==> config.mk <==
export PLATFORM = sky130hd
export DESIGN_NAME = time_interval_string_parser_core
export DESIGN_NICKNAME = d
export VERILOG_FILES = /design/src/tisp_pkg.sv /design/src/tisp_ctrl.sv /design/src/tisp_dpath.sv /design/src/time_interval_string_parser_core.sv
export SDC_FILE = /design/constraint.sdc
export NUM_CORES = 2
export LEC_CHECK = 0
export BUFFER_PORTS_ARGS = -buffer_cell sky130_fd_sc_hd__buf_4
export CORE_ASPECT_RATIO = 2
export CORE_MARGIN = 1.5
export CORE_UTILIZATION = 45
export CTS_BUF_LIST = sky130_fd_sc_hd__clkbuf_4
export DETAILED_ROUTE_END_ITERATION = 10
export HOLD_SLACK_MARGIN = 0.05
export PLACE_DENSITY_LB_ADDON = 0.25
export SLEW_MARGIN = 40
export SYNTH_ARGS = -nofsm -noshare
export SYNTH_HDL_FRONTEND = slang
export SYNTH_HIERARCHICAL = 1
export SYNTH_SLANG_ARGS = --single-unit
==> constraint.sdc <==
create_clock -name clk -period 9.6 [get_ports clk]
set_clock_uncertainty 0.1 [all_clocks]
set_input_delay 0 -clock clk [delete_from_list [all_inputs] [get_ports clk]]
set_output_delay 0 -clock clk [all_outputs]
set_load 0.005 [all_outputs]
==> src/tisp_pkg.sv <==
// Shared types, character codes and constants for the time interval string parser.
package tisp_pkg;

  localparam logic [7:0] CHAR_NUL   = 8'h00;
  localparam logic [7:0] CHAR_ZERO  = 8'h30;
  localparam logic [7:0] CHAR_NINE  = 8'h39;
  localparam logic [7:0] CHAR_MINUS = 8'h2d;
  localparam logic [7:0] CHAR_COLON = 8'h3a;
  localparam logic [7:0] CHAR_Y     = 8'h79;
  localparam logic [7:0] CHAR_D     = 8'h64;
  localparam logic [7:0] CHAR_H     = 8'h68;
  localparam logic [7:0] CHAR_M     = 8'h6d;
  localparam logic [7:0] CHAR_S     = 8'h73;

  // largest value that can still take another digit without passing 2^32-1
  localparam logic [31:0] DIGIT_LIMIT     = 32'd429496729;
  localparam logic [3:0]  DIGIT_LIMIT_REM = 4'd5;

  localparam logic [2:0] SUM_LAST = 3'd6;

  typedef enum logic [3:0] {
    CH_DIGIT,
    CH_Y,
    CH_D,
    CH_H,
    CH_M,
    CH_S,
    CH_COLON,
    CH_MINUS,
    CH_NUL,
    CH_OTHER
  } char_class_t;

  typedef enum logic [2:0] {
    UNIT_NONE,
    UNIT_Y,
    UNIT_D,
    UNIT_H,
    UNIT_S,
    UNIT_MS
  } unit_t;

  typedef struct packed {
    logic  digit_push;
    logic  zero_base;   // digit value restarts from zero for this byte
    logic  store_min;
    unit_t unit;
    logic  set_neg;
    logic  fin;
    logic  fin_ok;
    logic  sum_step;
    logic  load;
  } tisp_cmd_t;

  typedef struct packed {
    char_class_t cls;
    logic        ovf;
    logic        sum_last;
    logic        out_free;
  } tisp_stat_t;

  // multiplier applied to the running total at each sum step
  function automatic logic [9:0] sum_mult(input logic [2:0] step);
    logic [9:0] m;
    unique case (step)
      3'd0:    m = 10'd365;
      3'd1:    m = 10'd24;
      3'd2:    m = 10'd60;
      3'd3:    m = 10'd60;
      default: m = 10'd1000;
    endcase
    return m;
  endfunction

endpackage

==> src/tisp_ctrl.sv <==
// Controller: parse phases, final sum sequencing and result hand-off.
module tisp_ctrl
  import tisp_pkg::*;
(
  input  logic       clk,
  input  logic       rst,
  input  logic       in_valid,
  output logic       in_ready,
  input  tisp_stat_t stat,
  output tisp_cmd_t  cmd
);

  typedef enum logic [2:0] {
    S_START,
    S_BODY,
    S_AFTER_UNIT,
    S_AFTER_M,
    S_ERROR,
    S_SUM,
    S_HOLD
  } state_t;

  state_t    state, state_next;
  tisp_cmd_t body_cmd;
  state_t    body_state;
  logic      zb;
  logic      acc;

  assign in_ready = (state != S_SUM) && (state != S_HOLD);
  assign acc      = in_valid && in_ready;
  assign zb       = (state == S_AFTER_UNIT) || (state == S_AFTER_M);

  // handling of an ordinary body byte, shared by several phases
  always_comb begin
    body_cmd           = '0;
    body_cmd.unit      = UNIT_NONE;
    body_cmd.zero_base = zb;
    body_state         = S_BODY;
    unique case (stat.cls)
      CH_DIGIT: begin
        if (stat.ovf && !zb) begin
          body_state = S_ERROR;
        end else begin
          body_cmd.digit_push = 1'b1;
        end
      end
      CH_Y: begin body_cmd.unit = UNIT_Y; body_state = S_AFTER_UNIT; end
      CH_D: begin body_cmd.unit = UNIT_D; body_state = S_AFTER_UNIT; end
      CH_H: begin body_cmd.unit = UNIT_H; body_state = S_AFTER_UNIT; end
      CH_S: begin body_cmd.unit = UNIT_S; body_state = S_AFTER_UNIT; end
      CH_M: body_state = S_AFTER_M;
      CH_NUL: begin
        body_cmd.fin = 1'b1;
        body_state   = S_HOLD;
      end
      default: body_state = S_ERROR;
    endcase
  end

  always_comb begin
    cmd        = '0;
    cmd.unit   = UNIT_NONE;
    state_next = state;
    unique case (state)
      S_START: begin
        if (acc) begin
          if (stat.cls == CH_MINUS) begin
            cmd.set_neg = 1'b1;
            state_next  = S_BODY;
          end else begin
            cmd        = body_cmd;
            state_next = body_state;
          end
        end
      end
      S_BODY: begin
        if (acc) begin
          cmd        = body_cmd;
          state_next = body_state;
        end
      end
      S_AFTER_UNIT, S_AFTER_M: begin
        if (acc) begin
          if (state == S_AFTER_M && stat.cls == CH_S) begin
            cmd.unit   = UNIT_MS;
            state_next = S_AFTER_UNIT;
          end else if (stat.cls == CH_NUL) begin
            cmd.store_min = (state == S_AFTER_M);
            cmd.fin       = 1'b1;
            cmd.fin_ok    = 1'b1;
            state_next    = S_SUM;
          end else if (stat.cls == CH_COLON) begin
            cmd.store_min = (state == S_AFTER_M);
            cmd.zero_base = 1'b1;
            state_next    = S_BODY;
          end else begin
            cmd           = body_cmd;
            cmd.store_min = (state == S_AFTER_M);
            state_next    = body_state;
          end
        end
      end
      S_ERROR: begin
        if (acc && stat.cls == CH_NUL) begin
          cmd.fin    = 1'b1;
          state_next = S_HOLD;
        end
      end
      S_SUM: begin
        cmd.sum_step = 1'b1;
        if (stat.sum_last) begin
          state_next = S_HOLD;
        end
      end
      S_HOLD: begin
        if (stat.out_free) begin
          cmd.load   = 1'b1;
          state_next = S_START;
        end
      end
      default: state_next = S_ERROR;
    endcase
  end

  always_ff @(posedge clk) begin
    if (rst) begin
      state <= S_START;
    end else begin
      state <= state_next;
    end
  end

endmodule

==> src/tisp_dpath.sv <==
// Datapath: character decode, digit accumulator, unit counts, sum unit, result register.
module tisp_dpath
  import tisp_pkg::*;
(
  input  logic        clk,
  input  logic        rst,
  input  logic [7:0]  char_code,
  input  tisp_cmd_t   cmd,
  output tisp_stat_t  stat,
  input  logic        res_ready,
  output logic        res_valid,
  output logic        parse_ok,
  output logic [63:0] time_us
);

  char_class_t cls;
  logic [3:0]  digit;
  logic [31:0] base;
  logic [31:0] digit_value, digit_next;
  logic        negative_flag;
  logic [31:0] year_count, day_count, hour_count, minute_count, second_count, milli_count;
  logic [63:0] sum_acc;
  logic [2:0]  sum_idx;
  logic [31:0] addend;
  logic [63:0] prod;
  logic        res_ok;
  logic        out_free;

  always_comb begin
    if (char_code >= CHAR_ZERO && char_code <= CHAR_NINE) begin
      cls = CH_DIGIT;
    end else begin
      unique case (char_code)
        CHAR_Y:     cls = CH_Y;
        CHAR_D:     cls = CH_D;
        CHAR_H:     cls = CH_H;
        CHAR_M:     cls = CH_M;
        CHAR_S:     cls = CH_S;
        CHAR_COLON: cls = CH_COLON;
        CHAR_MINUS: cls = CH_MINUS;
        CHAR_NUL:   cls = CH_NUL;
        default:    cls = CH_OTHER;
      endcase
    end
  end

  assign digit      = 4'(char_code - CHAR_ZERO);
  assign base       = cmd.zero_base ? 32'd0 : digit_value;
  assign digit_next = (base << 3) + (base << 1) + {28'd0, digit};

  assign out_free = !res_valid || res_ready;

  assign stat.cls      = cls;
  assign stat.ovf      = (digit_value > DIGIT_LIMIT) ||
                         ((digit_value == DIGIT_LIMIT) && (digit > DIGIT_LIMIT_REM));
  assign stat.sum_last = (sum_idx == SUM_LAST);
  assign stat.out_free = out_free;

  always_comb begin
    unique case (sum_idx)
      3'd0:    addend = day_count;
      3'd1:    addend = hour_count;
      3'd2:    addend = minute_count;
      3'd3:    addend = second_count;
      3'd4:    addend = milli_count;
      default: addend = 32'd0;
    endcase
  end

  assign prod = sum_acc * {54'd0, sum_mult(sum_idx)};

  // parse state
  always_ff @(posedge clk) begin
    if (rst || cmd.load) begin
      negative_flag <= 1'b0;
      digit_value   <= '0;
      year_count    <= '0;
      day_count     <= '0;
      hour_count    <= '0;
      minute_count  <= '0;
      second_count  <= '0;
      milli_count   <= '0;
    end else begin
      if (cmd.set_neg) begin
        negative_flag <= 1'b1;
      end
      if (cmd.digit_push) begin
        digit_value <= digit_next;
      end else if (cmd.zero_base) begin
        digit_value <= '0;
      end
      if (cmd.store_min) begin
        minute_count <= digit_value;
      end
      unique case (cmd.unit)
        UNIT_Y:  year_count   <= base;
        UNIT_D:  day_count    <= base;
        UNIT_H:  hour_count   <= base;
        UNIT_S:  second_count <= base;
        UNIT_MS: milli_count  <= base;
        default: ;
      endcase
    end
  end

  // sum unit: one multiply-add per cycle, then the sign
  always_ff @(posedge clk) begin
    if (cmd.fin) begin
      sum_acc <= {32'd0, year_count};
      sum_idx <= '0;
      res_ok  <= cmd.fin_ok;
    end else if (cmd.sum_step) begin
      sum_idx <= sum_idx + 3'd1;
      if (sum_idx == SUM_LAST) begin
        sum_acc <= negative_flag ? (64'd0 - sum_acc) : sum_acc;
      end else begin
        sum_acc <= prod + {32'd0, addend};
      end
    end
  end

  // result register
  always_ff @(posedge clk) begin
    if (rst) begin
      res_valid <= 1'b0;
    end else if (cmd.load) begin
      res_valid <= 1'b1;
    end else if (res_ready) begin
      res_valid <= 1'b0;
    end
  end

  always_ff @(posedge clk) begin
    if (cmd.load) begin
      parse_ok <= res_ok;
      time_us  <= res_ok ? sum_acc : 64'd0;
    end
  end

endmodule

==> src/time_interval_string_parser_core.sv <==
// Ordinary bytes are accepted back to back.
// A terminator after a good string runs the sum unit (one multiply-add per cycle,
// then the sign) and then loads the result into the output register; a failed
// string loads its result without the sum unit. No byte is taken meanwhile.
// The result sits in an output register; the next string may start while it waits.
// Synchronous active-high reset clears the parser to the start of a string.
module time_interval_string_parser_core
  import tisp_pkg::*;
(
  input  logic        clk,
  input  logic        rst,
  input  logic        s_axis_tvalid,
  output logic        s_axis_tready,
  input  logic [7:0]  s_axis_tdata,   // [7:0] char_code
  output logic        m_axis_tvalid,
  input  logic        m_axis_tready,
  output logic [63:0] m_axis_tdata,   // [63:0] time_us
  output logic [0:0]  m_axis_tuser    // [0] parse_ok
);

  tisp_cmd_t  cmd;
  tisp_stat_t stat;
  logic       ok;

  tisp_ctrl u_ctrl (
    .clk      (clk),
    .rst      (rst),
    .in_valid (s_axis_tvalid),
    .in_ready (s_axis_tready),
    .stat     (stat),
    .cmd      (cmd)
  );

  tisp_dpath u_dpath (
    .clk       (clk),
    .rst       (rst),
    .char_code (s_axis_tdata),
    .cmd       (cmd),
    .stat      (stat),
    .res_ready (m_axis_tready),
    .res_valid (m_axis_tvalid),
    .parse_ok  (ok),
    .time_us   (m_axis_tdata)
  );

  assign m_axis_tuser = ok;

endmodule

### After elaboration in Yosys (flattened, before gate mapping)

Cells that the tools add are included.

* bits in registers: 362
* output and inout bits: 67
* word-level logic and storage cells: 147

* add/subtract/negate cells: 6
* $mul: 1
* magnitude comparators: 4
* eq/ne operators: 42
* multiplexer cells: 53
* reduce and logical (&&, ||, !) cells: 25

Operators with widths (number)
* 32-bit one-hot mux with 5 select lines: 1
* 32-bit 2-to-1 mux: 4
* 64-bit 2-to-1 mux: 2
* 64-bit by 32-bit adder with 64-bit output: 1
* 64-bit by 10-bit multiplier with 64-bit output: 1
* 1-bit by 64-bit subtractor with 64-bit output, first input constant: 1
* 8-bit by 7-bit == test with 1-bit output, second input constant: 5
* 3-bit 2-to-1 mux: 13
* 11-bit 2-to-1 mux: 3
* 32-bit adder: 1
* 32-bit by 4-bit adder with 32-bit output: 1
* 32-bit by 29-bit == test with 1-bit output, second input constant: 1
* 32-bit by 29-bit > comparator with 1-bit output, second input constant: 1
* 4-bit one-hot mux with 8 select lines: 1
* 10-bit one-hot mux with 3 select lines: 1
* 3-bit one-hot mux with 4 select lines: 2
* 3-bit == test, second input constant: 7
* 7-bit one-hot mux with 3 select lines: 1
* 3-bit by 2-bit == test with 1-bit output, second input constant: 6
* 3-bit one-hot mux with 6 select lines: 1
* 4-bit by 3-bit == test with 1-bit output, second input constant: 4
* 8-bit by 6-bit == test with 1-bit output, second input constant: 2
* 4-bit 2-to-1 mux: 3
* 2-bit by 1-bit inequality test with 1-bit output, second input constant: 6
* other kinds (30): 62

### Logic depth before layout (Yosys ltp)

* depth in word-level cells: 16
* gate-level depth with buffers: 33

### By module

Netlist, hierarchy kept.

By module, submodules not included
* tisp_dpath: times used 1, cells an instance 4231, area an instance 35759.3 µm²
* tisp_ctrl: times used 1, cells an instance 70, area an instance 510.5 µm²

### Least setup slack after synthesis

Ideal clock, no wire load.

* kind: reg-to-reg
* start point: reg u_dpath.sum_idx[2]
* end point: reg u_dpath.sum_acc[63]
* library setup time: 0.095 ns
* arrival time: 7.447 ns
* setup slack: 1.958 ns
* cell stages (with the launch flop): 31
* period minus slack after synthesis: 7.642 ns
* cells stage by stage: dfxtp_1 > clkbuf_1 > inv_1 > ha_1 > clkbuf_1 > o21bai_1 > clkbuf_1 > nor2_1 > clkbuf_1 > buf_1 > nand2_1 > fa_1 > inv_1 > fa_1 > fa_1 > fa_1 > inv_1 > fa_1 > inv_1 > ha_1 > a21oi_1 > nor3b_1 > o211ai_1 > o21ai_0 > nand3_1 > o21ai_0 > o41ai_1 > a311oi_1 > nor2_1 > mux2i_1 > a221oi_1

* longest elaborated chain between the ends: 6

Ends and longest elaborated chain
* start, declared: line tisp_dpath.sv:23 `logic [2:0] sum_idx;`
* start signal, assigned: line tisp_dpath.sv:113 `sum_idx <= sum_idx + 3'd1;`
* 3-bit by 2-bit == test with 1-bit output: line tisp_pkg.sv:65, tisp_dpath.sv:60
* 2-bit OR reduction (no line)
* 10-bit one-hot mux with 3 select lines: line tisp_pkg.sv:65 `unique case (step)`
* 64-bit by 10-bit multiplier with 64-bit output: line tisp_dpath.sv:70 `assign prod = sum_acc * {54'd0, sum_mult(sum_idx)};`
* 64-bit by 32-bit adder with 64-bit output: line tisp_dpath.sv:117 `sum_acc <= prod + {32'd0, addend};`
* 64-bit 2-to-1 mux: line tisp_dpath.sv:114 `if (sum_idx == SUM_LAST) begin`
* end signal, assigned: line tisp_dpath.sv:109 `sum_acc <= {32'd0, year_count};`
* end signal, assigned: line tisp_dpath.sv:115 `sum_acc <= negative_flag ? (64'd0 - sum_acc) : sum_acc;`
* end signal, assigned: line tisp_dpath.sv:117
* end, declared: line tisp_dpath.sv:22 `logic [63:0] sum_acc;`

Parallel ways exist; a longest one is shown, timed or not.
A chain may end at the register's enable or synchronous reset.

### Worst setup path in the final report

* start point: reg u_dpath.sum_idx[0]
* end point: reg u_dpath.sum_acc[61]

Same word-level chain as after synthesis.

==> flow_summary_export.csv <==
group,metric,value,unit
final_layout,drive_gt1_frac,0.0828,
die,die_w,204,um
cts,cts_tree,"done",
route,first_iter_violations,2181,
global_route,grt_pass1_vias,32400,
synthesis,syn-num-nets,4972,
global_route,grt_max_degree,204,
synthesis,async_flop_share,0,
critical_path,reg2reg_slack,0.76,ns
global_route,grt_pass1_wl,182,mm
synthesis,syn-cell-area,36300,um2
route,antenna_left,0,
synthesis,yosysTopAreaCellShare,0.224,
job,max_cap_viol_count,0,
route,first_pass_iters,6,
synthesis,syn_area_per_cell,8.43,um2
critical_path,criticalPathCategory,"reg -> reg",
synthesis,synth_most_common_cell,"nand2_1",
cts,h-tree-depth,3,
timing,hold_viol,0,
place,place_ws,0.932,ns
cts,clockBufferDepth,3,
cts,cts_hold_buf,24,
place,gp_routability_congestion,0.986,
route,wl_per_cell,22.1,um
critical_path,path_max_fanout,50,
synthesis,ys_seq_area_frac,0.227,
synthesis,ys.flop_type,"dfxtp_1",
die,coreArea,80000,um2
cts,insertion_delay,0.94,ns
timing,report.final.slew_viol_count,0,
timing,grt_setup_unrepaired,"no",
synthesis,yosys_warnings,6,
route,num_vias,30600,
die,rows,147,
timing,worstMarginPinSlew,0.935,ns
critical_path,r2r-end,"u_dpath/sum_acc[61]",
place,hpwl,89.8,mm
synthesis,synth_commonest_cells,"nand2_1 (595), inv_1 (577), fa_1 (406), a21oi_1 (336), clkbuf_1 (282)",
hold_path,hold_path_class,"in -> reg",
route,m1WireLength,36.4,mm
final_layout,utilization,0.489,
die,die_h,404,um
timing,finalCritPeriodShare,0.921,
hold_path,min_delay_path_depth,7,
timing,final.setup.tns,0,ns
synthesis,synth.largest_area_cell,"fa_1",
final_layout,final_area,39200,um2
global_route,grtUsageTotal,0.294,
final_layout,final_nets,4922,
timing,relSlewSlack,0.377,
timing,max_freq,0.113,GHz
route,drt-total-wl,119,mm
cts,clock_sinks,362,
timing,setup_slack,0.763,ns
hold_path,min_to,"u_dpath/res_ok",
die,dieArea,82400,um2
cts,cts.clk_slew.worst_paths,0.07,ns
critical_path,r2r_start,"u_dpath/sum_idx[0]",
die,initial_core_util,0.453,
global_route,overflow,0,
route,drcViolationCount,0,
critical_path,r2r_cells,24,
synthesis,synthTopCellsByArea,"fa_1 (22%), dfxtp_1 (15%), ha_1 (8.7%)",
synthesis,synth_edf_count,98,
cts,cts_resized,0,
global_route,antenna_found_initial,3,
critical_path,cp-start-kind,"register",
final_layout,syn_to_final_growth,7.97,%
route,via_per_inst,5.70,
synthesis,ys_seq_elements,362,
critical_path,critical_path_required,10.28,ns
place,port_buffers,78,
route,route.met3.wl,5.05,mm
route,met2WireLength,65.9,mm
status,outcome,"finished clean",
cts,numCtsBuffers,87,
synthesis,ys_types,87,
hold_path,hp-start,"s_axis_tdata[5]",
synthesis,postSynthCellCount,4301,
place,post_dp_cell_area,37700,um2
timing,period_minus_slack,8.84,ns
critical_path,crit_arrival,9.52,ns
die,ioPinCount,79,
critical_path,end_kind,"register",
cts,post_cts_buffers,0,
timing,setup_viol,0,
route,routed.top_layer,"met4",
cts,clockRootBuffer,"clkbuf_4",
==> cell families (layout without fill, tap and decap cells) <==
family,Yosys count,after routing,share of synthesized area
buffers and inverters,893,916,0.0932
adder cells (fa/ha/maj),659,659,0.311
XOR/XNOR,123,123,0.0297
multiplexers,65,65,0.0181
AO/OA/AOI/OAI,813,813,0.138
other,0,7,0
flip-flops,362,362,0.227
AND/OR/NAND/NOR,1386,1386,0.183
==> worst max path at each step <==
| stage | end | depth (start not counted) | startpoint |
|---|---|---|---|
| final | u_dpath/sum_acc[61] | 24 | u_dpath/sum_idx[0] |
| after global routing | u_dpath/sum_acc[61] | 24 | u_dpath/sum_idx[0] |
| after CTS | u_dpath/sum_acc[61] | 24 | u_dpath/sum_idx[0] |
| after detailed placement | u_dpath/sum_acc[61] | 24 | u_dpath/sum_idx[0] |
| after global placement | u_dpath/sum_acc[61] | 26 | u_dpath/sum_idx[0] |
| after floorplan | u_dpath/sum_acc[63] | 30 | u_dpath/sum_idx[2] |
==> through the flow <==
| stage | hold WS [ns] | std cells |
|---|---|---|
| global route | 0.217 | 5372 |
| global placement | 0.124 | 5175 |
| finish | 0.175 | 5374 |
| CTS | 0.105 | 5363 |
| floorplan | -0.0309 | 4301 |
| detailed placement | 0.126 | 5177 |
==> cell usage in the layout, fill, tap and decap left out, drive strengths merged, types with 61 or more instances in the layout <==
cell type  instances
nor2             240
mux2i             61
edfxtp            98
clkbuf           129
inv              582
dfxtp            264
a21oi            338
xnor2             81
o21ai            167
fa               406
and2             211
nand2            596
buf              152
nor2b            101
ha               253
==> worst max-delay path: stages (launching register included) <==
cell and delay [ns]:
dfxtp_1 0.42, inv_1 0.09, ha_1 0.23, buf_4 0.28, nor3_1 0.41, nand2_2 0.26, buf_12 0.28, and2_1 0.21
fa_1 0.49, fa_1 0.58, fa_1 0.43, fa_1 0.52, fa_1 0.43, ha_1 0.50, nand4_1 0.24, nor3b_1 0.48
nand4_1 0.20, a21oi_1 0.37, a211oi_1 0.13, buf_4 0.18, o21ai_0 0.54, a41oi_1 0.48, o41ai_1 0.48, or4_1 0.20
o211ai_2 0.08
==> sequential cells by signal (all words and copies together) (netlist names), 32 cells and up <==
name,cells
u_dpath/sum_acc,64
u_dpath/time_us,64
u_dpath/day_count,32
u_dpath/digit_value,32
u_dpath/hour_count,32
u_dpath/milli_count,32
u_dpath/minute_count,32
u_dpath/second_count,32
u_dpath/year_count,32
==> routing by layer <==
metal / track usage / vias to the layer above
met5: 0 / -
met4: 0.252 / 0
met3: 0.0402 / 560
met2: 0.568 / 1086
met1: 0.261 / 15100
li1: - / 13900
==> area by class of cell <==
cell class                 count  area (um2)
clock inverter                33         173
fill                        7870       40800
sequential                   362        8230
antenna                        7        17.5
tap                         1043        1310
clock buffer                 129         968
multi-input combinational   3046       24800
inverter                     578        2170
timing repair buffer         176        1490
Power is not shown: default switching activity piles up to over one toggle a cycle in this logic, so the estimate is an artifact.
